==> src/design/un2d_pkg.sv <==
// ----------------------------------------------------------------------------
// un2d_pkg
// Shared widths, constants, reciprocals and item types for the unix
// nanoseconds to UTC date and time converter.
// ----------------------------------------------------------------------------
package un2d_pkg;

    localparam int NANOS_W  = 64;
    localparam int YEAR_W   = 12;
    localparam int MONTH_W  = 4;
    localparam int DAY_W    = 5;
    localparam int HOUR_W   = 5;
    localparam int MINUTE_W = 6;
    localparam int SECOND_W = 6;
    localparam int NANO_W   = 30;

    localparam int NS_PER_SEC    = 1000000000;
    localparam int SEC_PER_DAY   = 86400;
    localparam int SEC_PER_HOUR  = 3600;
    localparam int SEC_PER_MIN   = 60;
    localparam int DAY_SHIFT     = 719468;
    localparam int DAYS_PER_ERA  = 146097;
    localparam int DAYS_PER_YEAR = 365;
    localparam int YEARS_PER_ERA = 400;

    // bias of whole days that makes every input non-negative
    localparam int BIAS_DAYS = 106752;
    localparam int BIASED_W  = NANOS_W + 1;
    localparam logic [BIASED_W-1:0] NS_BIAS = 65'd9223372800000000000;

    // long division by constants
    localparam int DIV_STEP    = 4;
    localparam int SECS_W      = 36;
    localparam int NS_STAGES   = SECS_W / DIV_STEP;
    localparam int DAYS_Q_W    = 20;
    localparam int SOD_W       = 17;
    localparam int SD_STAGES   = DAYS_Q_W / DIV_STEP;
    localparam int DAYS_W      = 18;

    localparam int DATE_LAT = 8;
    localparam int TOD_LAT  = 4;

    // reciprocals, rounded up, exact over the operand ranges used
    localparam int RCP_1460_SH  = 32;
    localparam logic [21:0] RCP_1460 = 22'(((64'd1 << 32) + 64'd1459) / 64'd1460);
    localparam int RCP_36524_SH = 33;
    localparam logic [17:0] RCP_36524 = 18'(((64'd1 << 33) + 64'd36523) / 64'd36524);
    localparam int RCP_365_SH   = 32;
    localparam logic [23:0] RCP_365 = 24'(((64'd1 << 32) + 64'd364) / 64'd365);
    localparam int RCP_100_SH   = 16;
    localparam logic [9:0] RCP_100 = 10'(((64'd1 << 16) + 64'd99) / 64'd100);
    localparam int RCP_153_SH   = 20;
    localparam logic [12:0] RCP_153 = 13'(((64'd1 << 20) + 64'd152) / 64'd153);
    localparam int RCP_3600_SH  = 32;
    localparam logic [20:0] RCP_3600 = 21'(((64'd1 << 32) + 64'd3599) / 64'd3600);
    localparam int RCP_60_SH    = 18;
    localparam logic [12:0] RCP_60 = 13'(((64'd1 << 18) + 64'd59) / 64'd60);

    typedef struct packed {
        logic [HOUR_W-1:0]   hour;
        logic [MINUTE_W-1:0] minute;
        logic [SECOND_W-1:0] second;
    } tod_t;

    typedef struct packed {
        logic [YEAR_W-1:0]   year;
        logic [MONTH_W-1:0]  month;
        logic [DAY_W-1:0]    day;
        logic [HOUR_W-1:0]   hour;
        logic [MINUTE_W-1:0] minute;
        logic [SECOND_W-1:0] second;
        logic [NANO_W-1:0]   nanosecond;
    } result_t;

endpackage

==> src/design/un2d_secdiv.sv <==
// ----------------------------------------------------------------------------
// un2d_secdiv
// Divides the biased second count by 86400 in a pipelined long division,
// giving the biased day number and the second of day.
// ----------------------------------------------------------------------------
module un2d_secdiv (
    input  logic                          clk,
    input  logic                          rst_n,
    input  logic                          en,
    input  logic                          in_v,
    input  logic [un2d_pkg::SECS_W-1:0]   secs,
    output logic                          out_v,
    output logic [un2d_pkg::DAYS_W-1:0]   days,
    output logic [un2d_pkg::SOD_W-1:0]    sod
);

    localparam int Q_W    = un2d_pkg::DAYS_Q_W;
    localparam int R_W    = un2d_pkg::SOD_W;
    localparam int S      = un2d_pkg::SD_STAGES;
    localparam int INIT_W = un2d_pkg::SECS_W - Q_W;
    localparam logic [R_W:0] DIVISOR = (R_W + 1)'(un2d_pkg::SEC_PER_DAY);

    logic [R_W-1:0] rem_reg  [S];
    logic [Q_W-1:0] quo_reg  [S];
    logic [R_W-1:0] rem_next [S];
    logic [Q_W-1:0] quo_next [S];
    logic [S-1:0]   v_reg;

    always_ff @(posedge clk or negedge rst_n)
    begin
        if (!rst_n)
        begin
            v_reg <= '0;
        end
        else if (en)
        begin
            v_reg <= {v_reg[S-2:0], in_v};
        end
    end

    always_ff @(posedge clk)
    begin
        if (en)
        begin
            for (int s = 0; s < S; s++)
            begin
                rem_reg[s] <= rem_next[s];
                quo_reg[s] <= quo_next[s];
            end
        end
    end

    for (genvar s = 0; s < S; s++)
    begin : g_stage
        logic [R_W-1:0] r_in;
        logic [Q_W-1:0] q_in;
        logic [R_W-1:0] r_out;
        logic [Q_W-1:0] q_out;

        if (s == 0)
        begin : g_first
            assign r_in = R_W'(secs[un2d_pkg::SECS_W-1 -: INIT_W]);
            assign q_in = secs[Q_W-1:0];
        end
        else
        begin : g_rest
            assign r_in = rem_reg[s-1];
            assign q_in = quo_reg[s-1];
        end

        always_comb
        begin
            logic [R_W:0]   trial;
            logic [R_W-1:0] r;
            logic [Q_W-1:0] q;
            r = r_in;
            q = q_in;
            for (int k = 0; k < un2d_pkg::DIV_STEP; k++)
            begin
                trial = {r, q[Q_W-1]};
                q     = {q[Q_W-2:0], 1'b0};
                if (trial >= DIVISOR)
                begin
                    trial = trial - DIVISOR;
                    q[0]  = 1'b1;
                end
                r = trial[R_W-1:0];
            end
            r_out = r;
            q_out = q;
        end

        assign rem_next[s] = r_out;
        assign quo_next[s] = q_out;
    end

    assign out_v = v_reg[S-1];
    assign days  = quo_reg[S-1][un2d_pkg::DAYS_W-1:0];
    assign sod   = rem_reg[S-1];

endmodule

==> config.mk <==
export PLATFORM = sky130hd
export DESIGN_NAME = un2d_secdiv
export DESIGN_NICKNAME = d
export VERILOG_FILES = /design/src/design/un2d_pkg.sv /design/src/design/un2d_secdiv.sv
export SDC_FILE = /design/constraint.sdc
export NUM_CORES = 1
export LEC_CHECK = 0
export ABC_AREA = 1
export BUFFER_PORTS_ARGS = -buffer_cell sky130_fd_sc_hd__clkbuf_2
export CAP_MARGIN = 20
export CORE_ASPECT_RATIO = 1.25
export CORE_UTILIZATION = 35
export CTS_CLUSTER_DIAMETER = 40
export CTS_CLUSTER_SIZE = 24
export DETAILED_ROUTE_END_ITERATION = 10
export HOLD_SLACK_MARGIN = 0.08
export PLACE_DENSITY = 0.55
export SLEW_MARGIN = 20
export SYNTH_ARGS = -nofsm -noshare
export SYNTH_HDL_FRONTEND = slang
export SYNTH_SLANG_ARGS = --single-unit
==> constraint.sdc <==
create_clock -name clk -period 5.49 [get_ports clk]
set_input_delay 0.2745 -clock clk [delete_from_list [all_inputs] [get_ports clk]]
set_output_delay 0.2745 -clock clk [all_outputs]
set_load 0.02 [all_outputs]
==> results of run 1 <==
## critical path, delay by kind of cell, from the launching register on
family                   cells  cell delay (ns)
AO/OA/AOI/OAI                1             0.22
adder cells (fa/ha/maj)      1             0.21
buffers and inverters        1             0.16
AND/OR/NAND/NOR             27             3.49
flip-flops                   1             0.48
## stage by stage
stage | area [sq um] | hold WS (ns) | cells
global placement | 15200 | 0.0946 | 2581
CTS | 16100 | 0.150 | 2638
floorplan | 14400 | -0.0211 | 1989
finish | 16100 | 0.175 | 2639
detailed placement | 15200 | 0.102 | 2581
global route | 16100 | 0.168 | 2639
## layout by cell type, fill, tap and decap left out, types with 29 or more instances in the layout
cell	Yosys	routed
a21oi_1	35	35
clkbuf_2	0	74
edfxtp_1	175	175
inv_1	183	183
inv_2	47	47
nand2_1	753	753
nand2_2	62	62
nand3_1	181	181
nand4_1	81	81
nor2_1	132	132
o21ai_0	44	44
o21ai_1	29	29
xor2_1	61	61
## worst min-delay path by stage
stage	start	to	slack [ns]	cells after the start
2_1_floorplan	rst_n	v_reg[0]$_DFFE_PN0P_	-0.02	0
3_3_place_gp	rst_n	v_reg[4]$_DFFE_PN0P_	0.09	1
3_5_place_dp	rst_n	v_reg[4]$_DFFE_PN0P_	0.10	1
4_1_cts	rst_n	v_reg[0]$_DFFE_PN0P_	0.15	2
5_1_grt	rst_n	v_reg[4]$_DFFE_PN0P_	0.17	2
6_report	rst_n	v_reg[4]$_DFFE_PN0P_	0.17	2
## logic make-up (layout without fill, tap and decap cells)
group / after synthesis / count (layout) / share of synthesized area (%)
buffers and inverters: 265 / 368 / 8.04
AND/OR/NAND/NOR: 1309 / 1309 / 42.3
other: 0 / 1 / 0
flip-flops: 180 / 180 / 37.4
XOR/XNOR: 69 / 69 / 4.21
AO/OA/AOI/OAI: 145 / 145 / 6.16
multiplexers: 1 / 1 / 0.0784
adder cells (fa/ha/maj): 20 / 20 / 1.74
## layer usage
layer	track usage [%]	part of all wire, %
met5	0	0
met4	6.17	2.5
met2	30.1	53
met3	2.09	2.5
met1	17.8	42
## cell type report
| class | count | share of cell area, % |
|---|---|---|
| antenna | 1 | 0.0156 |
| clock buffer | 17 | 2.65 |
| clock inverter | 15 | 1.26 |
| inverter | 232 | 5.42 |
| multi-input combinational | 1544 | 48.8 |
| sequential | 180 | 33.5 |
| tap | 546 | 4.25 |
| timing repair buffer | 104 | 4.13 |
## what timing repair did
item	CTS	global route
setup endpoints to repair	0	1
hold buffers	25	0
resized for setup	0	1
hold endpoints to repair	29	0
==> metrics.md, run 1 <==
| Metric | Value |
|---|---|
| Async S/R FF share, synth | `2.78%` |
| Synthesized instance count | `1989` |
| DRC | `0` |
| Largest net degree at the start of global routing | `98` |
| P&R area growth vs syn | `11.8%` |
| Synthesized area | `14400 sq um` |
| Fin. Hold Viols | `0` |
| Vias in the first global route | `12100` |
| Max transition margin | `44.5%` |
| Worst r2r src | `rem_reg[0][60]$_DFFE_PP_` |
| Final ANT Viol Nets | `0` |
| Status | `finished clean` |
| Via count | `12700` |
| Fmax | `207 MHz` |
| Capturing element type of the critical path | `register` |
| GR Util All Layers | `15.9%` |
| Tmin final | `4.84 ns` |
| Fill cell count | `4146` |
| Chip Height | `229 um` |
| Slowest stage delay, CP | `0.48 ns` |
| Number of synthesized flops with an enable pin | `175` |
| Crit path to | `rem_reg[0][83]$_DFFE_PP_` |
| CP arrival | `5.04 ns` |
| Setup TNS Final | `0 ns` |
| RR Endpoint | `rem_reg[0][83]$_DFFE_PP_` |
| Maxcap violations | `0` |
| RSZ-0062 raised after global routing | `false` |
| CTS buffer count | `17` |
| Reg area | `5380 sq um` |
| Post-place setup slack | `0.598 ns` |
| Drt first-iter violations | `744` |
| Synth top area cells | `edfxtp_1 37%, nand2_1 20%, nand3_1 6.3%` |
| Final nets | `2139` |
| Setup-failing EPs final | `0` |
| Synth area leader | `edfxtp_1` |
| Yosys top cell area share | `36.6%` |
| DRT Pass-1 Iters | `7` |
| Slew @ Worst Pin | `0.833 ns` |
| Seq/Total Area, Yosys | `37.4%` |
| Most frequent CP cell | `nand2_1` |
| Avg Cell Area, Syn | `7.22 sq um` |
| Post-DP HPWL | `25000 um` |
| Register bit count reported by yosys | `180` |
| Max Root-Sink Buffers | `2` |
| CP Launch Point | `rem_reg[0][60]$_DFFE_PP_` |
| Number of I/O pins | `76` |
| Worst setup margin | `0.655 ns` |
| Max reg flops | `90` |
| Initial antenna violation count | `1` |
| GR Overflow Total | `0` |
| Count leader, synth | `nand2_1` |
| Core area | `40300 sq um` |
| DR WL/cell | `12.4 um` |
| Die width | `183 um` |
| CP startpoint kind | `register` |
| CTS tree | `yes` |
| Crit-path max FO | `19` |
| R2R depth | `30` |
| # rows | `82` |
| Via/cell ratio | `4.83` |
| Area of the multi-input gates | `7840 sq um` |
| Initial Utilization | `35.6%` |
| Die area | `41900 sq um` |
| Finished Core Util | `39.9%` |
| Synth cell count leaders | `753 x nand2_1, 183 x inv_1, 181 x nand3_1` |
| Clock-pin slew of the registers on the worst-case setup and hold paths | `0.08 ns` |
| Number of H-tree levels | `4` |
| Post-CTS setup buffer count | `0` |
| First-pass GRT wire length | `55300 um` |
| Clock Latency Late Sink | `0.45 ns` |
| Worst setup path class | `register to register` |
| Tcrit/Tclk final | `88.1%` |
| Port Buffers | `75` |
| Syn. warnings | `0` |
| Final WL | `32700 um` |
| Slowest cell on crit path | `edfxtp_1` |
| Share of cells above drive strength 1 | `15.5%` |
| Clock Skew | `0.00974 ns` |
| Final max-slew violation count | `0` |
| Clock Tree Root | `clkbuf_16` |
| Crit path required time | `5.69 ns` |
| Worst min path class | `primary input to async pin` |
| Clk sinks | `180` |
| R2R setup slack | `0.65 ns` |
| Syn nets | `2049` |
| Distinct cells, synth | `40` |
| Placer Congestion | `0.908` |
| Predominant post-synthesis flop cell | `edfxtp_1` |
Power of run 1 is left out: the tool's default activity adds up to more than one toggle a clock period on the data nets, which glitch-free logic cannot reach.
==> run 2, diff against run 1 <==
--- a/config.mk
+++ b/config.mk
@@ -8,13 +8,15 @@
 export ABC_AREA = 1
 export BUFFER_PORTS_ARGS = -buffer_cell sky130_fd_sc_hd__clkbuf_2
 export CAP_MARGIN = 20
+export CELL_PAD_IN_SITES_DETAIL_PLACEMENT = 2
+export CELL_PAD_IN_SITES_GLOBAL_PLACEMENT = 2
 export CORE_ASPECT_RATIO = 1.25
 export CORE_UTILIZATION = 35
 export CTS_CLUSTER_DIAMETER = 40
 export CTS_CLUSTER_SIZE = 24
 export DETAILED_ROUTE_END_ITERATION = 10
 export HOLD_SLACK_MARGIN = 0.08
-export PLACE_DENSITY = 0.55
+export PLACE_DENSITY = 0.83
 export SLEW_MARGIN = 20
 export SYNTH_ARGS = -nofsm -noshare
 export SYNTH_HDL_FRONTEND = slang
==> run 2 against run 1 <==
Net effect:
- critical path depth down 1
- fmax down 3.1%
- count of clock-buffer cells in the layout unchanged
- routed wire length up 37%
- sequential share of layout area down 0.11 points
- critical path type unchanged
- largest cell class unchanged
- highest routed layer unchanged
==> metrics.md, run 2 (same netlist as run 1, synthesis figures left out) <==
| Metric | Value |
|---|---|
| Die area | `41900 sq um (unchanged)` |
| WP buf/inv | `1 (unchanged)` |
| Drt first-iter violations | `453 (-39%)` |
| Max reg flops | `90 (unchanged)` |
| Post-place setup slack | `0.339 ns (-0.259 ns)` |
| N_diodes | `0 (-1)` |
| R2R depth | `29 (-3.3%)` |
| Status | `finished clean` |
| Max Root-Sink Buffers | `2 (unchanged)` |
| Max transition margin | `54.2% (+9.8 points)` |
| Worst setup path class | `register to register` |
| Slew @ Worst Pin | `0.687 ns (-0.146 ns)` |
| Chip Height | `229 um (unchanged)` |
| Crit path required time | `5.73 ns (+0.04 ns)` |
| Placer Congestion | `0.836 (-7.9%)` |
| Fmax | `200 MHz (-3.1%)` |
| Slowest cell on crit path | `edfxtp_1` |
| Fin. Hold Viols | `0 (unchanged)` |
| Number of H-tree levels | `4 (unchanged)` |
| Clock-pin slew of the registers on the worst-case setup and hold paths | `0.09 ns (about the same)` |
| Maxcap violations | `0 (unchanged)` |
| Number of I/O pins | `76 (unchanged)` |
| Share of cells above drive strength 1 | `15.7% (+0.23 points)` |
| Fill cell count | `4805 (+16%)` |
| Via/cell ratio | `5.17 (+7.1%)` |
| Post-DP HPWL | `34600 um (+38%)` |
| Area of the multi-input gates | `7860 sq um (+0.27%)` |
| Clk sinks | `180 (unchanged)` |
| CP startpoint kind | `register` |
| Clock Tree Root | `clkbuf_16` |
| P&R area growth vs syn | `12.2%` |
| Final max-slew violation count | `0 (unchanged)` |
| Core area | `40300 sq um (unchanged)` |
| CTS tree | `yes` |
| Vias in the first global route | `15100 (+25%)` |
| Final ANT Viol Nets | `0 (unchanged)` |
| Capturing element type of the critical path | `register` |
| Port Buffers | `75 (unchanged)` |
| GR Overflow Total | `0 (unchanged)` |
| Tcrit/Tclk final | `90.9% (+2.8 points)` |
| Tmin final | `4.99 ns (+0.155 ns)` |
| Finished Core Util | `40.0% (+0.13 points)` |
| # rows | `82 (unchanged)` |
| Final nets | `2140 (+0.047%)` |
| Most frequent cells in the layout | `751 x nand2_1, 183 x inv_1, 180 x nand3_1, 175 x edfxtp_1, 132 x nor2_1` |
| Die width | `183 um (unchanged)` |
| Setup-failing EPs final | `0 (unchanged)` |
| Worst setup margin | `0.500 ns (-0.155 ns)` |
| Top delay family on crit path | `simple AND/OR/NAND/NOR gates` |
| CTS buffer count | `17 (unchanged)` |
| R2R setup slack | `0.50 ns (-0.15 ns)` |
| Commonest non-fill, non-tap cell in the layout | `nand2_1` |
| Clock Latency Late Sink | `0.48 ns (+0.03 ns)` |
| Final WL | `44900 um (+37%)` |
| Slowest stage delay, CP | `0.47 ns (about the same)` |
| CP arrival | `5.23 ns (+0.19 ns)` |
| RR Endpoint | `rem_reg[0][83]$_DFFE_PP_` |
| Reg area | `5380 sq um (unchanged)` |
| Crit-path max FO | `14 (-5)` |
| DRC | `0 (unchanged)` |
| Clock Skew | `0.0152 ns (+0.00548 ns)` |
| Via count | `13700 (+7.1%)` |
| Most frequent CP cell | `nand2_1` |
| Worst r2r src | `rem_reg[0][57]$_DFFE_PP_` |
| DR WL/cell | `17.0 um (+37%)` |
| First-pass GRT wire length | `74700 um (+35%)` |
| Initial Utilization | `35.6% (unchanged)` |
| Initial antenna violation count | `0 (-1)` |
| Largest net degree at the start of global routing | `134 (+37%)` |
| GR Util All Layers | `22.2% (+6.2 points)` |
| DRT Pass-1 Iters | `6 (-1)` |
| Worst min path class | `primary input to async pin` |
==> run 2: cell types whose count changed in the layout (fill, tap and decap cells not counted), sizes merged <==
| cell | before | now |
|---|---|---|
| buf | 4 | 5 |
| clkinv | 11 | 8 |
| clkinvlp | 1 | 0 |
| diode | 1 | 0 |
| inv | 235 | 239 |
==> run 2: worst register-to-register path, delay by kind of cell (launching register included) <==
family | cells | cell delay, ns
AO/OA/AOI/OAI | 1 | 0.28
adder cells (fa/ha/maj) | 2 | 0.48
AND/OR/NAND/NOR | 25 | 3.44
flip-flops | 1 | 0.47
buffers and inverters | 1 | 0.09
==> run 2: stage by stage <==
step / TNS, ns / instances / area [sq um] / hold slack, ns
floorplan: 0 / 1989 / 14400 / -0.0211
global placement: 0 / 2581 / 15200 / 0.0922
detailed placement: 0 / 2581 / 15200 / 0.0998
CTS: 0 / 2638 / 16100 / 0.116
global route: -0.0138 / 2639 / 16100 / 0.184
finish: 0 / 2639 / 16100 / 0.166
==> run 2: what timing repair did <==
item / in CTS / in global routing
hold endpoints to repair: 29 / 0
gates resized for setup: 0 / 8
endpoints found under the setup margin: 0 / 10
setup buffers: 0 / 0
hold buffers: 25 / 0
==> run 2: worst max-delay path by stage <==
stage / startpoint / endpoint / slack (ns) / depth (start not counted)
after floorplan: rem_reg[0][48]$_DFFE_PP_ / rem_reg[0][66]$_DFFE_PP_ / 1.66 / 32
after global placement: rem_reg[0][65]$_DFFE_PP_ / rem_reg[0][83]$_DFFE_PP_ / 0.64 / 26
after detailed placement: rem_reg[0][65]$_DFFE_PP_ / rem_reg[0][83]$_DFFE_PP_ / 0.34 / 26
after CTS: rem_reg[0][65]$_DFFE_PP_ / rem_reg[0][83]$_DFFE_PP_ / 0.33 / 26
after global routing: rem_reg[0][57]$_DFFE_PP_ / rem_reg[0][83]$_DFFE_PP_ / -0.01 / 31
final: rem_reg[0][57]$_DFFE_PP_ / rem_reg[0][83]$_DFFE_PP_ / 0.50 / 29
==> run 2: area by class of cell <==
cell class                 instances  share of cell area [%]
multi-input combinational       1544                    48.8
tap                              546                    4.24
clock buffer                      17                    2.64
clock inverter                    15                    1.30
inverter                         232                    5.40
timing repair buffer             105                    4.29
sequential                       180                    33.4
==> run 2: metal layers <==
metal / part of all wire (%) / global-route usage, % / wire length (um) / vias to the layer above
li1: - / - / - / 6687
met5: 0 / 0 / 0 / -
met1: 41 / 23.7 / 18300 / 6724
met2: 54 / 42.7 / 24500 / 164
met3: 1.7 / 2.76 / 761 / 81
met4: 3.2 / 9.51 / 1440 / 0
Power of run 2 is left out for the same reason.
