[src/design/un2d_pkg.sv]
// ----------------------------------------------------------------------------
// un2d_pkg
// Shared widths, constants, reciprocals and item types for the unix
// nanoseconds to UTC date and time converter.
// ----------------------------------------------------------------------------
package un2d_pkg;

    localparam int NANOS_W  = 64;
    localparam int YEAR_W   = 12;
    localparam int MONTH_W  = 4;
    localparam int DAY_W    = 5;
    localparam int HOUR_W   = 5;
    localparam int MINUTE_W = 6;
    localparam int SECOND_W = 6;
    localparam int NANO_W   = 30;

    localparam int NS_PER_SEC    = 1000000000;
    localparam int SEC_PER_DAY   = 86400;
    localparam int SEC_PER_HOUR  = 3600;
    localparam int SEC_PER_MIN   = 60;
    localparam int DAY_SHIFT     = 719468;
    localparam int DAYS_PER_ERA  = 146097;
    localparam int DAYS_PER_YEAR = 365;
    localparam int YEARS_PER_ERA = 400;

    // bias of whole days that makes every input non-negative
    localparam int BIAS_DAYS = 106752;
    localparam int BIASED_W  = NANOS_W + 1;
    localparam logic [BIASED_W-1:0] NS_BIAS = 65'd9223372800000000000;

    // long division by constants
    localparam int DIV_STEP    = 4;
    localparam int SECS_W      = 36;
    localparam int NS_STAGES   = SECS_W / DIV_STEP;
    localparam int DAYS_Q_W    = 20;
    localparam int SOD_W       = 17;
    localparam int SD_STAGES   = DAYS_Q_W / DIV_STEP;
    localparam int DAYS_W      = 18;

    localparam int DATE_LAT = 8;
    localparam int TOD_LAT  = 4;

    // reciprocals, rounded up, exact over the operand ranges used
    localparam int RCP_1460_SH  = 32;
    localparam logic [21:0] RCP_1460 = 22'(((64'd1 << 32) + 64'd1459) / 64'd1460);
    localparam int RCP_36524_SH = 33;
    localparam logic [17:0] RCP_36524 = 18'(((64'd1 << 33) + 64'd36523) / 64'd36524);
    localparam int RCP_365_SH   = 32;
    localparam logic [23:0] RCP_365 = 24'(((64'd1 << 32) + 64'd364) / 64'd365);
    localparam int RCP_100_SH   = 16;
    localparam logic [9:0] RCP_100 = 10'(((64'd1 << 16) + 64'd99) / 64'd100);
    localparam int RCP_153_SH   = 20;
    localparam logic [12:0] RCP_153 = 13'(((64'd1 << 20) + 64'd152) / 64'd153);
    localparam int RCP_3600_SH  = 32;
    localparam logic [20:0] RCP_3600 = 21'(((64'd1 << 32) + 64'd3599) / 64'd3600);
    localparam int RCP_60_SH    = 18;
    localparam logic [12:0] RCP_60 = 13'(((64'd1 << 18) + 64'd59) / 64'd60);

    typedef struct packed {
        logic [HOUR_W-1:0]   hour;
        logic [MINUTE_W-1:0] minute;
        logic [SECOND_W-1:0] second;
    } tod_t;

    typedef struct packed {
        logic [YEAR_W-1:0]   year;
        logic [MONTH_W-1:0]  month;
        logic [DAY_W-1:0]    day;
        logic [HOUR_W-1:0]   hour;
        logic [MINUTE_W-1:0] minute;
        logic [SECOND_W-1:0] second;
        logic [NANO_W-1:0]   nanosecond;
    } result_t;

endpackage

[src/design/un2d_oq.sv]
// ----------------------------------------------------------------------------
// un2d_oq
// Two-entry output skid: output register plus one spare, with a registered
// full flag that freezes the pipeline.
// ----------------------------------------------------------------------------
module un2d_oq (
    input  logic               clk,
    input  logic               rst_n,
    input  logic               push_v,
    input  un2d_pkg::result_t  push_data,
    output logic               full,
    output logic               out_valid,
    input  logic               out_ready,
    output un2d_pkg::result_t  out_data
);

    logic              full_reg, full_next;
    logic              out_v_reg, out_v_next;
    un2d_pkg::result_t main_reg, main_next;
    un2d_pkg::result_t spare_reg, spare_next;
    logic              push;

    assign push = push_v && !full_reg;

    always_comb
    begin
        full_next  = full_reg;
        out_v_next = out_v_reg;
        main_next  = main_reg;
        spare_next = spare_reg;
        if (!out_v_reg)
        begin
            out_v_next = push;
            main_next  = push_data;
        end
        else if (out_ready)
        begin
            if (full_reg)
            begin
                main_next = spare_reg;
                full_next = 1'b0;
            end
            else
            begin
                out_v_next = push;
                main_next  = push_data;
            end
        end
        else if (push)
        begin
            spare_next = push_data;
            full_next  = 1'b1;
        end
    end

    always_ff @(posedge clk or negedge rst_n)
    begin
        if (!rst_n)
        begin
            full_reg  <= 1'b0;
            out_v_reg <= 1'b0;
        end
        else
        begin
            full_reg  <= full_next;
            out_v_reg <= out_v_next;
        end
    end

    always_ff @(posedge clk)
    begin
        main_reg  <= main_next;
        spare_reg <= spare_next;
    end

    assign full      = full_reg;
    assign out_valid = out_v_reg;
    assign out_data  = main_reg;

endmodule

[config.mk]
export PLATFORM = sky130hd
export DESIGN_NAME = un2d_oq
export DESIGN_NICKNAME = d
export VERILOG_FILES = /design/src/design/un2d_pkg.sv /design/src/design/un2d_oq.sv
export SDC_FILE = /design/constraint.sdc
export NUM_CORES = 1
export LEC_CHECK = 0
export BUFFER_PORTS_ARGS = -buffer_cell sky130_fd_sc_hd__buf_2
export CORE_UTILIZATION = 52
export CTS_BUF_LIST = sky130_fd_sc_hd__clkbuf_16
export CTS_CLUSTER_DIAMETER = 150
export DETAILED_ROUTE_END_ITERATION = 7
export HOLD_SLACK_MARGIN = 0.15
export PLACE_DENSITY_LB_ADDON = 0.3
export SETUP_SLACK_MARGIN = 0.1
export SYNTH_ARGS = -nofsm -noshare
export SYNTH_HDL_FRONTEND = slang
export SYNTH_SLANG_ARGS = --single-unit
[constraint.sdc]
create_clock -name clk -period 6.34 [get_ports clk]
set_clock_uncertainty 0.2 [all_clocks]
set_input_delay 0.951 -clock clk [delete_from_list [all_inputs] [get_ports clk]]
set_output_delay 0.951 -clock clk [all_outputs]
set_load 0.02 [all_outputs]
==> results list, run 1 <==
- In this run the critical register-to-register path is launched from out_valid$_DFF_PN0_.
- Excluding fillers, the count of instances in the completed layout stands at a little over 500.
- Initial Utilization: between 50% and 60%
* Fraction of power spent switching nets: about 28%
- Total stage count of the critical path: 4
- Along the worst path, the maximum fanout reaches 69.
- Part of the Yosys area used for sequential elements: 81.44%
* Slowest stage cell, crit path: nor2_4
- Type of the worst setup path: in -> reg
- In this run, synthesis produced a sequential element count of ~140.
- Die H: ~100 µm
- Final critical-path required period: 3.372 ns
- Combinational fraction of design power: 25.6%
- ~140 I/O pins were placed.
- For this run, the top clock speed supported by timing is 0.2966 GHz.
* H-tree levels: 4
* Worst path cell trace: buf_2 -> nand2b_4 -> nor2_4 -> buf_4
- After synthesis, the cell types taking the most area are edfxtp_1, mux2_2, mux2_4.
- The Yosys step of the flow raised 0 warnings.
* Arrival time at the worst endpoint: 3.22 ns
* Global-route wire length before repair: 13.33 mm
- The hold violation total from the final report was 0.
* Relative slew margins: 30.22%
- Period Utilization, post-route: 53.19%
* Floorplan die area: 0.01016 mm²
- Relative to the synthesized area, the layout overhead comes to 28.77%.
- Clock Pin Slew Worst Setup and Hold Paths: 0.06 ns
* Cells resized by post-CTS repair: 0
- TritonCTS built the clock tree.
- Broken down by cell family, the worst path's largest delay share belongs to simple AND/OR/NAND/NOR gates.
* Post-DP HPWL: 5.219 mm
- In the routed design, unresolved DRC markers number 0.
- Area share of the largest cell type after synthesis: 80.45%
* RSZ-0062 raised after global routing: no
- Origin of the worst setup path: out_ready
- Floorplan core area: 0.009328 mm²
- In this run, placement finished with an instance count of 486.
- After filler insertion, the fill cell instance count of the layout stands at 624.
- The run finished with clean final reports.
* VDD IR max: 0.6629 mV
* Buffers and inverters on the worst path: 2
- Synth cell types: 13
- The die is about 100 µm wide.
- On the final layout, the worst hold slack is ~0.35 ns.
* Sequential Power Share: a little over two fifths
- Critical Path Source Type: primary input
- Following the worst setup path forward leads to its endpoint at spare_reg[29]$_DFFE_PP_.
* Layout cell share with drive strength beyond 1: 61.54%
* Via density per instance: 4.938
- Critical path capture point type: flip-flop
* Number of diodes: 0
* WL per Instance: ~17 µm
- Most common cell after layout, fill and taps aside: buf_2
* Drt first-iter violations: 75
* Largest net degree at the start of global routing: 70
- For this design, the sink count on the clock tree is 138.
- Stage delay of the slowest cell on the critical path: 1.03 ns
* WHS Path Cells: 1
- Across every metal layer, demand over resource in global routing totals 18.15%.
* Max Slew Vio Count: 0
- In this run the mean area of a mapped cell was ~23 µm².
- Across the whole layout, storage elements account for 0.004134 mm².
- Via count: 2,563
* Clock power frac: 31.5%
* Reg-to-reg endpoint: spare_reg[29]$_DFFE_PP_
- The number of antenna violations at the first check in global routing is 0.
- Cell internal power was estimated by the tool at 2.280 mW.
- In this run the register-to-register setup slack is between 3 and 4 ns.
* Clock insertion delay at the later pin of the skew report: 0.40 ns
- The cell count after synthesis came out at 222.
- Buffers inserted during clock tree synthesis total 17.
- Fin Setup TNS: 0 ns
* Via count of the first global-routing pass: 2,666
- Reported leakage power: roughly 2.6 nW
* Commonest cells after routing, fill and taps aside: buf_2, edfxtp_1, mux2_2
- Max-cap violations in this run came to 0.
- Input and output buffers added on the ports amount to 141.
- Pwr per Cell Area: 486.9 mW/mm²
* Net switching power figure: 902.4 µW
* Site row count: 35
- Initial DRT Pass Iterations: 4
- Buffers inserted by post-CTS timing repair: 0
* Syn Std Cell Area: 0.005076 mm²
- At the worst endpoint, the required time is 6.19 ns.
* Net count, final: 449
- Multi-input gate area in the final layout: 904.6 µm²
- Hold Path Class: reg -> reg
* Final setup violating endpoints: 0
- For this run the aggregate overflow at the end of global routing stands at 0.
* Root buf cell: clkbuf_16
- Of all cell types, the one taking the most synthesized area is edfxtp_1.
- Counting every net in the synthesized netlist gives 294.
- The number of cells on the worst reg-to-reg path is 3.
* Post-cts hold buffer count: 1
* Maximum buffer depth of the clock tree: 2
* Routed WL: 8.590 mm
* Number of nets with antenna violations after routing: 0
- Last weighted congestion value of the routability-driven placer: 0.6954
* Actual transition at the worst max-transition pin: 1.044 ns
[worst min path at each step]
stage | from | end
after floorplan | spare_reg[0]$_DFFE_PP_ | out_data[0]$_DFFE_PP_
after global placement | spare_reg[51]$_DFFE_PP_ | out_data[51]$_DFFE_PP_
after detailed placement | spare_reg[0]$_DFFE_PP_ | out_data[0]$_DFFE_PP_
after CTS | spare_reg[51]$_DFFE_PP_ | out_data[51]$_DFFE_PP_
after global routing | spare_reg[47]$_DFFE_PP_ | out_data[47]$_DFFE_PP_
final | spare_reg[4]$_DFFE_PP_ | out_data[4]$_DFFE_PP_
[stage by stage]
| stage | total power, mW | util, % | setup WS, ns | instance area, µm² |
|---|---|---|---|---|
| 6_report | 3.183 | 70.07 | 2.968 | 6536 |
| 3_3_place_gp | 2.185 | 63.43 | 2.508 | 5917 |
| 5_1_grt | 3.315 | 70.07 | 2.754 | 6536 |
| 2_1_floorplan | 1.967 | - | 0.7701 | 5079 |
| 3_5_place_dp | 2.208 | 63.43 | 2.422 | 5917 |
| 4_1_cts | 3.217 | 70.07 | 2.862 | 6536 |
[cell usage after synthesis (all sizes together)]
master	number
mux2	68
o21ai	1
nand2b	2
nor2b	1
a21oi	2
nand2	1
buf	7
inv	1
edfxtp	136
dfrtp	2
nor2	1
[cell type report]
class | count | area share (%)
Inverter | 1 | 0.05743
Clock buffer | 17 | 6.508
Multi-Input combinational cell | 76 | 13.84
Tap cell | 129 | 2.469
Clock inverter | 15 | 2.814
Sequential cell | 138 | 63.25
Timing Repair Buffer | 143 | 11.06
[power by group through the flow]
stage	combinational (mW)	sequential, mW	clock [mW]
floorplan	0.364	1.60	0
global placement	0.812	1.37	0
detailed placement	0.826	1.38	0
CTS	0.829	1.37	1.02
global route	0.873	1.39	1.06
finish	0.815	1.37	1.00
[kinds of logic (layout without fill, tap and decap cells)]
family	after synthesis	after routing	synth area share [%]
compound gates	3	3	0.2957
buf+inv	8	176	1.134
flops	138	138	81.44
mux	68	68	16.56
simple gates	5	5	0.5670
[routing by layer]
layer | wire [µm] | global-route usage (%) | vias to the layer above
met2 | 4120 | 28.45 | 109
li1 | - | - | 1202
met5 | 0 | 0 | -
met4 | 77 | 6.689 | 0
met1 | 3739 | 22.62 | 1242
met3 | 652 | 7.767 | 10
Power figures use the tool's default switching activity.
==> run 2, diff against run 1 <==
==> constraint.sdc (replaced) <==
create_clock -name clk -period 3.53 [get_ports clk]
set_clock_uncertainty 0.2 [all_clocks]
set_input_delay 0.5295 -clock clk [delete_from_list [all_inputs] [get_ports clk]]
set_output_delay 0.5295 -clock clk [all_outputs]
set_load 0.02 [all_outputs]
==> run 2 against run 1 <==
Final cell count is 13% higher; highest routed layer unchanged; register-to-register slack worse by 1.8 ns; largest power group unchanged; setup slack worse by 1.8 ns; global-route usage is 2.0 points higher; wire length is 14% higher; critical path type unchanged; hold slack worse by 0.071 ns; first-iteration DRC count is 44% higher; largest cell class unchanged; utilization is 7.0 points higher; via count is 13% higher.
==> results list, run 2 (synthesized netlist as in run 1, its figures left out) <==
* DRC Markers: 0 (unchanged)
- Number of instances in the placed design: 487 (+0.21%)
- Floorplan core area: 0.009328 mm² (unchanged)
- STA classifies the critical path startpoint as a primary input.
* Clock power frac: 28.9% (-2.6 points)
- The library cell used most frequently in the layout, excluding fill and tap cells, is buf_2.
- The post-layout net count was 519 (+16%).
- The clock-pin slew on the worst setup and hold paths was 0.06 ns (about the same).
- Overall global routing resource usage: 20.11% (+2.0 points)
* Die span in x: 100.8 µm (unchanged)
- The site row count is 35 (unchanged).
- The critical path data arrival time came to 2.16 ns (-1.06 ns).
- Initial Utilization: 54.42% (unchanged)
- Max-Cap Viols: 0 (unchanged)
- Maximum buffer depth of the clock tree: 2 (unchanged)
- Post-synthesis to final-layout area growth: 41.71%
* Number of diodes: 0 (unchanged)
* WL per Instance: 16.60 µm (+0.28%)
- Initial antenna violation count: 0 (unchanged)
* Number of nets with antenna violations after routing: 0 (unchanged)
- Sequential Power Share: 43.4% (+0.5 points)
- The leakage power of the design is 2.869 nW (+9.9%).
* Relative slew margins: 31.76% (+1.5 points)
- RSZ-0062 raised after global routing: no
* Clock Sink Count: 138 (unchanged)
- The clock latency at the later pin of the worst-skew pair came to 0.40 ns (about the same).
- Endpoints failing hold: 0 (unchanged)
- Post-DP HPWL: 5.280 mm (+1.2%)
- The number of instances resized during post-cts repair was 0 (unchanged).
- VDD IR max: 0.7794 mV (+18%)
* Routed WL: 9.776 mm (+14%)
- Root buf cell: clkbuf_16
- Type of the worst setup path: in -> reg
* H-tree levels: 4 (unchanged)
- The minimum hold slack is 0.2758 ns (-0.07082 ns).
* Period Utilization, post-route: between 60% and 70%
- The filler cell count came to 533 (-15%).
- The overall die height is 100.8 µm (unchanged).
- Net switching power figure: 1.686 mW (+87%)
- Via count of the first global-routing pass: 3,050 (+14%)
- The worst hold path belongs to the class in -> async.
- The largest fanout on the critical path is 38 (-45%).
- The combinational power share came to 27.7% (+2.1 points).
- The aggregate negative setup slack is 0 ns (unchanged).
- The wire length of the first global-routing pass came to 14.90 mm (+12%).
* Final critical-path required period: between 2 and 2.5 ns
* Fraction of power spent switching nets: 29.93% (+1.6 points)
- The final cell count without fillers came to 589 (+13%).
- The detailed-route vias per instance was 4.908 (-0.61%).
* Number of buffer cells added on primary ports: 141 (unchanged)
* Initial DRT Pass Iterations: 4 (unchanged)
- The die footprint is 0.01016 mm² (unchanged).
- Largest net degree at the start of global routing: 69 (-1.4%)
* Worst path cell trace: dlygate4sd3_1 -> buf_2 -> nand2b_4 -> buf_4
* IO Pins: 142 (unchanged)
- Status: finished clean
- The worst-case register-to-register setup slack was 1.34 ns (-1.81 ns).
- The critical path's largest stage delay is 0.52 ns (-0.51 ns).
- GR Util met3: 6.935% (-0.83 points)
* Internal power contribution: 3.947 mW (+73%)
* Met1 Usage GRT: 23.76% (+1.1 points)
- Critical path capture point type: flip-flop
- The final design area excluding fillers was 0.007193 mm² (+10%).
- The global placer's final weighted congestion is 0.7288 (+4.8%).
* Cell Area, Placed: 0.005937 mm² (+0.34%)
- The power per cell area was 783.1 mW/mm² (+61%).
- CTS tree: built
- Via count: 2,891 (+13%)
- Leaving out fill and tap cells, the most frequent cells in the layout are buf_2, edfxtp_1, dlygate4sd3_1.
- Timing would allow up to 0.4290 GHz.
- Data required time of the worst path: 3.36 ns (-2.83 ns)
- Max Slew Vio Count: 0 (unchanged)
- The measured slew at the worst slew-check pin came to 1.024 ns (-0.02069 ns).
- Final setup violating endpoints: 0 (unchanged)
- Layout cell share with drive strength beyond 1: 53.04% (-8.5 points)
* TritonCTS buffer count: 17 (unchanged)
* Slowest stage cell, crit path: dlygate4sd3_1
- Met2 routing resource usage after global routing: 34.19% (+5.7 points)
- In this run the most used layer during global routing was met2.
- Global-route congestion overflow total: 0 (unchanged)
* Drt first-iter violations: 108 (+44%)
## run 2: changes by cell type in the layout (fill, tap and decap cells not counted)
| cell | before | now |
|---|---|---|
| buf_12 | 0 | 1 |
| bufinv_16 | 4 | 1 |
| clkinv_1 | 3 | 0 |
| clkinvlp_4 | 0 | 4 |
| dlygate4sd3_1 | 1 | 70 |
| inv_6 | 0 | 2 |
## run 2: timing repair
| action | 4_1_cts | 5_1_grt |
|---|---|---|
| hold endpoints to repair | 71 | 0 |
| hold buffers | 70 | 0 |
| buffers inserted | 0 | 0 |
## run 2: final cells by class
class | count | area [µm²] | area share [%]
well taps | 129 | 161.4 | 2.244
flip-flops and latches | 138 | 4134 | 57.47
repair buffers | 213 | 1434 | 19.93
multi-input cells | 76 | 904.6 | 12.58
clock buffers | 17 | 425.4 | 5.914
clock inverters | 15 | 130.1 | 1.809
inverters | 1 | 3.754 | 0.05218
## run 2: stage by stage
stage | worst slack, ns | total power [mW] | utilization, %
after CTS | 1.230 | 5.659 | 77.12
final | 1.199 | 5.633 | 77.12
after detailed placement | 1.338 | 3.969 | 63.65
after global placement | 1.366 | 3.938 | 63.65
after global routing | 1.132 | 5.865 | 77.12
after floorplan | 0.2765 | 3.530 | -
## run 2: final timing paths
path,start,cells past startpoint,endpoint
max,out_ready,4,out_data[13]$_DFFE_PP_
min,rst_n,2,full$_DFFE_PN0P_
max reg2reg,out_valid$_DFF_PN0_,2,out_data[2]$_DFFE_PP_
min reg2reg,spare_reg[48]$_DFFE_PP_,1,out_data[48]$_DFFE_PP_
max in group asynchronous,rst_n,2,out_valid$_DFF_PN0_
min in group clk,push_v,3,full$_DFFE_PN0P_
## run 2: power groups by stage
stage	registers, mW	clock network (mW)	logic, mW
finish	2.45	1.63	1.56
global route	2.48	1.73	1.65
CTS	2.44	1.65	1.56
detailed placement	2.47	0	1.50
global placement	2.46	0	1.48
floorplan	2.87	0	0.658
## run 2: critical path: cells and delay by family
kind	cells	cell delay (ns)
buf+inv	3	1.17
simple gates	1	0.42
## run 2: per-layer routing
layer  part of all wire [%]  wire length, µm
met5                      0                0
met4                   0.80               78
met3                    6.6              641
met2                     51             5002
met1                     41             4054
==> run 3, diff against run 2 <==
--- a/config.mk
+++ b/config.mk
@@ -5,6 +5,7 @@
 export SDC_FILE = /design/constraint.sdc
 export NUM_CORES = 1
 export LEC_CHECK = 0
+export ABC_AREA = 1
 export BUFFER_PORTS_ARGS = -buffer_cell sky130_fd_sc_hd__buf_2
 export CORE_UTILIZATION = 52
 export CTS_BUF_LIST = sky130_fd_sc_hd__clkbuf_16
==> constraint.sdc (replaced) <==
create_clock -name clk -period 2.16 [get_ports clk]
set_clock_uncertainty 0.2 [all_clocks]
set_input_delay 0.324 -clock clk [delete_from_list [all_inputs] [get_ports clk]]
set_output_delay 0.324 -clock clk [all_outputs]
set_load 0.02 [all_outputs]
==> run 3 against run 2 <==
Sequential share of layout area fell by 1.5 points; final cell count rose by 27%; synthesized cell count rose by 71%; global-route usage rose by 2.8 points; critical path depth fell by 2; critical path type is now reg -> out; largest power group unchanged; highest routed layer unchanged.
==> results list, run 3 <==
- The clock sink count is 138 (unchanged).
* Status: finished clean
* Max-Cap Viols: 0 (unchanged)
* Number of buffer cells added on primary ports: 141 (unchanged)
- Top_reg_cell synth: edfxtp_1
- Number of diodes: 0 (unchanged)
- Area share of the largest cell type after synthesis: 78.80% (-1.7 points)
- Slowest stage cell, crit path: dfrtp_2
* Root buf cell: clkbuf_16
- TritonCTS buffer count: 17 (unchanged)
- Post-layout util: 75.96% (-1.2 points)
* Via density per instance: 5.078 (+3.5%)
* Number of instances in the placed design: 642 (+32%)
- Last weighted congestion value of the routability-driven placer: 0.7519 (+3.2%)
- The aggregate negative setup slack is 0 ns (unchanged).
* Avg Synthesized Cell Area: 13.64 µm² (-40%)
- The site row count came to 36 (+2.9%).
* Combinational fraction of design power: 28.5% (+0.8 points)
* Peak fanout along the critical path: 41 (+7.9%)
* Synthesis-stage register bit count: 138 (unchanged)
- The number of warning messages in the yosys log is 0 (unchanged).
- Type of the worst setup path: reg -> out
* Post-synth EDFFs: 136 (unchanged)
- Clock insertion delay at the later pin of the skew report: 0.41 ns (about the same)
- Commonest cells after routing, fill and taps aside: nand2_1, buf_2, edfxtp_1
- Max Slew Vio Count: 0 (unchanged)
- Internal power contribution: 6.763 mW (+71%)
- The die footprint came to 0.01037 mm² (+2.1%).
- The distinct cell type count after synthesis is 10 (-3).
* Final critical-path required period: 1.957 ns
* Relative slew margins: 72.67% (+41 points)
- The number of global-route vias before repair was 3,747 (+23%).
- Post-synthesis to final-layout area growth: 42.61%
- Dividing the final minimum period by the clock period gives 90.59%.
- WL per Instance: 15.27 µm (-8.0%)
* Post-DP HPWL: 6.449 mm (+22%)
- Routed WL: 11.39 mm (+16%)
- The count of boundary I/O pins is 142 (unchanged).
- The minimum hold slack came to 0.3450 ns (+0.06914 ns).
- The fraction of power spent switching nets is 32.43% (+2.5 points).
- The number of antenna violations at the first check in global routing is 0 (unchanged).
* Die span in x: 101.8 µm (+1.0%)
* Maximum buffer depth of the clock tree: 2 (unchanged)
* Data required time of the worst path: 1.64 ns (-1.72 ns)
- Arrival time at the worst endpoint: 1.43 ns (-0.73 ns)
- Actual transition at the worst max-transition pin: 0.4099 ns (-0.6136 ns)
- Floorplan core area: 0.009729 mm² (+4.3%)
* Die H: 101.8 µm (+1.0%)
- Hold Path Class: reg -> reg
- Critical path capture point type: output port
- The power per cell area came to 1354 mW/mm² (+73%).
- The total number of H-tree levels was 4 (unchanged).
- The filler cell count was 609 (+14%).
- The maximum vdd drop came to 0.6528 mV (-16%).
- The post-synthesis net count is 452 (+54%).
- Clock power frac: 30.6% (+1.7 points)
* Syn Std Cell Area: 0.005182 mm² (+2.1%)
* Final Instance Area: 0.007391 mm² (+2.7%)
* Via count: 3,788 (+31%)
- Critical Path Source Type: flip-flop
* Leading cell type by number of instances after synthesis: nand2_1
- The post-detailed-placement cell area is 0.006031 mm² (+1.6%).
- The initial core utilization came to 53.27% (-1.2 points).
- Net switching power figure: 3.246 mW (+93%)
* Dominant cells by area after synthesis: edfxtp_1, nand2_1, nand3_1
* Final setup violating endpoints: 0 (unchanged)
- The critical path's largest stage delay was 0.47 ns (-0.05 ns).
- Part of the Yosys area used for sequential elements: 79.77% (-1.7 points)
- Endpoints failing hold: 0 (unchanged)
* Initial DRT Pass Iterations: 4 (unchanged)
- The initial DRC count came to 194 (+80%).
- F_max: 0.5110 GHz
- RSZ-0062 raised after global routing: no
* DRC Markers: 0 (unchanged)
* Proportion of register bits with asynchronous set or reset after synthesis: 1.449% (unchanged)
* Layout cell share with drive strength beyond 1: 30.51% (-23 points)
* Worst path cell trace: buf_6 -> buf_2
- The biggest area contributor in the post-synthesis netlist is edfxtp_1.
- CTS tree: built
- The clock-pin slew on the worst setup and hold paths is 0.06 ns (about the same).
- The global-route congestion overflow total is 0 (unchanged).
* Global-route wire length before repair: 17.41 mm (+17%)
- Overall global routing resource usage: 22.88% (+2.8 points)
- Most frequent cells after synthesis: nand2_1, edfxtp_1, nand3_1
* Number of nets with antenna violations after routing: 0 (unchanged)
* Sequential Power Share: 40.9% (-2.5 points)
- The post-layout net count came to 672 (+29%).
* Largest net degree at the start of global routing: 70 (+1.4%)
- The post-synthesis instance total came to 380 (+71%).
- The final cell count without fillers came to 746 (+27%).
- Reported leakage power: 3.194 nW (+11%)
-- run 3: area by class of cell --
type	count	area (µm²)	area share (%)
Tap cell	133	166.4	2.252
Clock inverter	15	206.4	2.793
Sequential cell	138	4136	55.97
Timing Repair Buffer	224	1529	20.69
Inverter	5	22.52	0.3047
Multi-Input combinational cell	214	904.6	12.24
Clock buffer	17	425.4	5.756
-- run 3: logic make-up (layout without fill, tap and decap cells) --
group                  count (synthesis)  count (layout)  synth area share, %
DFF                                  138             138                79.77
buffers and inverters                 28             261                2.921
and+or+nand+nor                      214             214                17.31
-- run 3: critical path, delay by kind of cell (launching register included) --
family / cells / cell delay, ns
flops: 1 / 0.47
buf+inv: 2 / 0.55
-- run 3: final timing paths --
check / from / end / slack [ns] / cells past startpoint
max: out_valid$_DFF_PN0_ / out_valid / 0.20 / 2
min: spare_reg[35]$_DFFE_PP_ / out_data[35]$_DFFE_PP_ / 0.34 / 2
max reg2reg: out_valid$_DFF_PN0_ / spare_reg[61]$_DFFE_PP_ / 0.42 / 5
min reg2reg: spare_reg[35]$_DFFE_PP_ / out_data[35]$_DFFE_PP_ / 0.34 / 2
max in group asynchronous: rst_n / full$_DFFE_PN0P_ / 1.05 / 3
min in group asynchronous: rst_n / out_valid$_DFF_PN0_ / 0.58 / 3
-- run 3: per-layer routing --
layer / global-route usage (%) / vias to the layer above / part of all wire [%]
met1: 27.62 / 1808 / 38
met2: 37.89 / 170 / 52
met5: 0 / - / 0
met3: 5.609 / 35 / 6.2
li1: - / 1775 / -
met4: 13.19 / 0 / 3.2
-- run 3: per-stage QoR --
step	power, mW	setup WS, ns
floorplan	6.006	-0.1672
CTS	10.02	0.1374
global placement	6.776	0.4985
detailed placement	6.851	0.4229
global route	10.48	0.1376
finish	10.01	0.2032
-- run 3: repair_timing --
item | 4_1_cts | 5_1_grt
hold endpoints to repair | 140 | 0
hold buffers | 72 | 0
gates resized for setup | 1 | 1
setup buffers | 0 | 0
setup endpoints to repair | 1 | 1
pin swaps | 0 | 0
-- run 3: power by group through the flow --
stage | clock (mW) | sequential [mW] | combinational, mW
2_1_floorplan | 0 | 4.84 | 1.17
3_3_place_gp | 0 | 4.12 | 2.66
3_5_place_dp | 0 | 4.12 | 2.73
4_1_cts | 3.09 | 4.08 | 2.85
5_1_grt | 3.21 | 4.16 | 3.12
6_report | 3.06 | 4.09 | 2.86
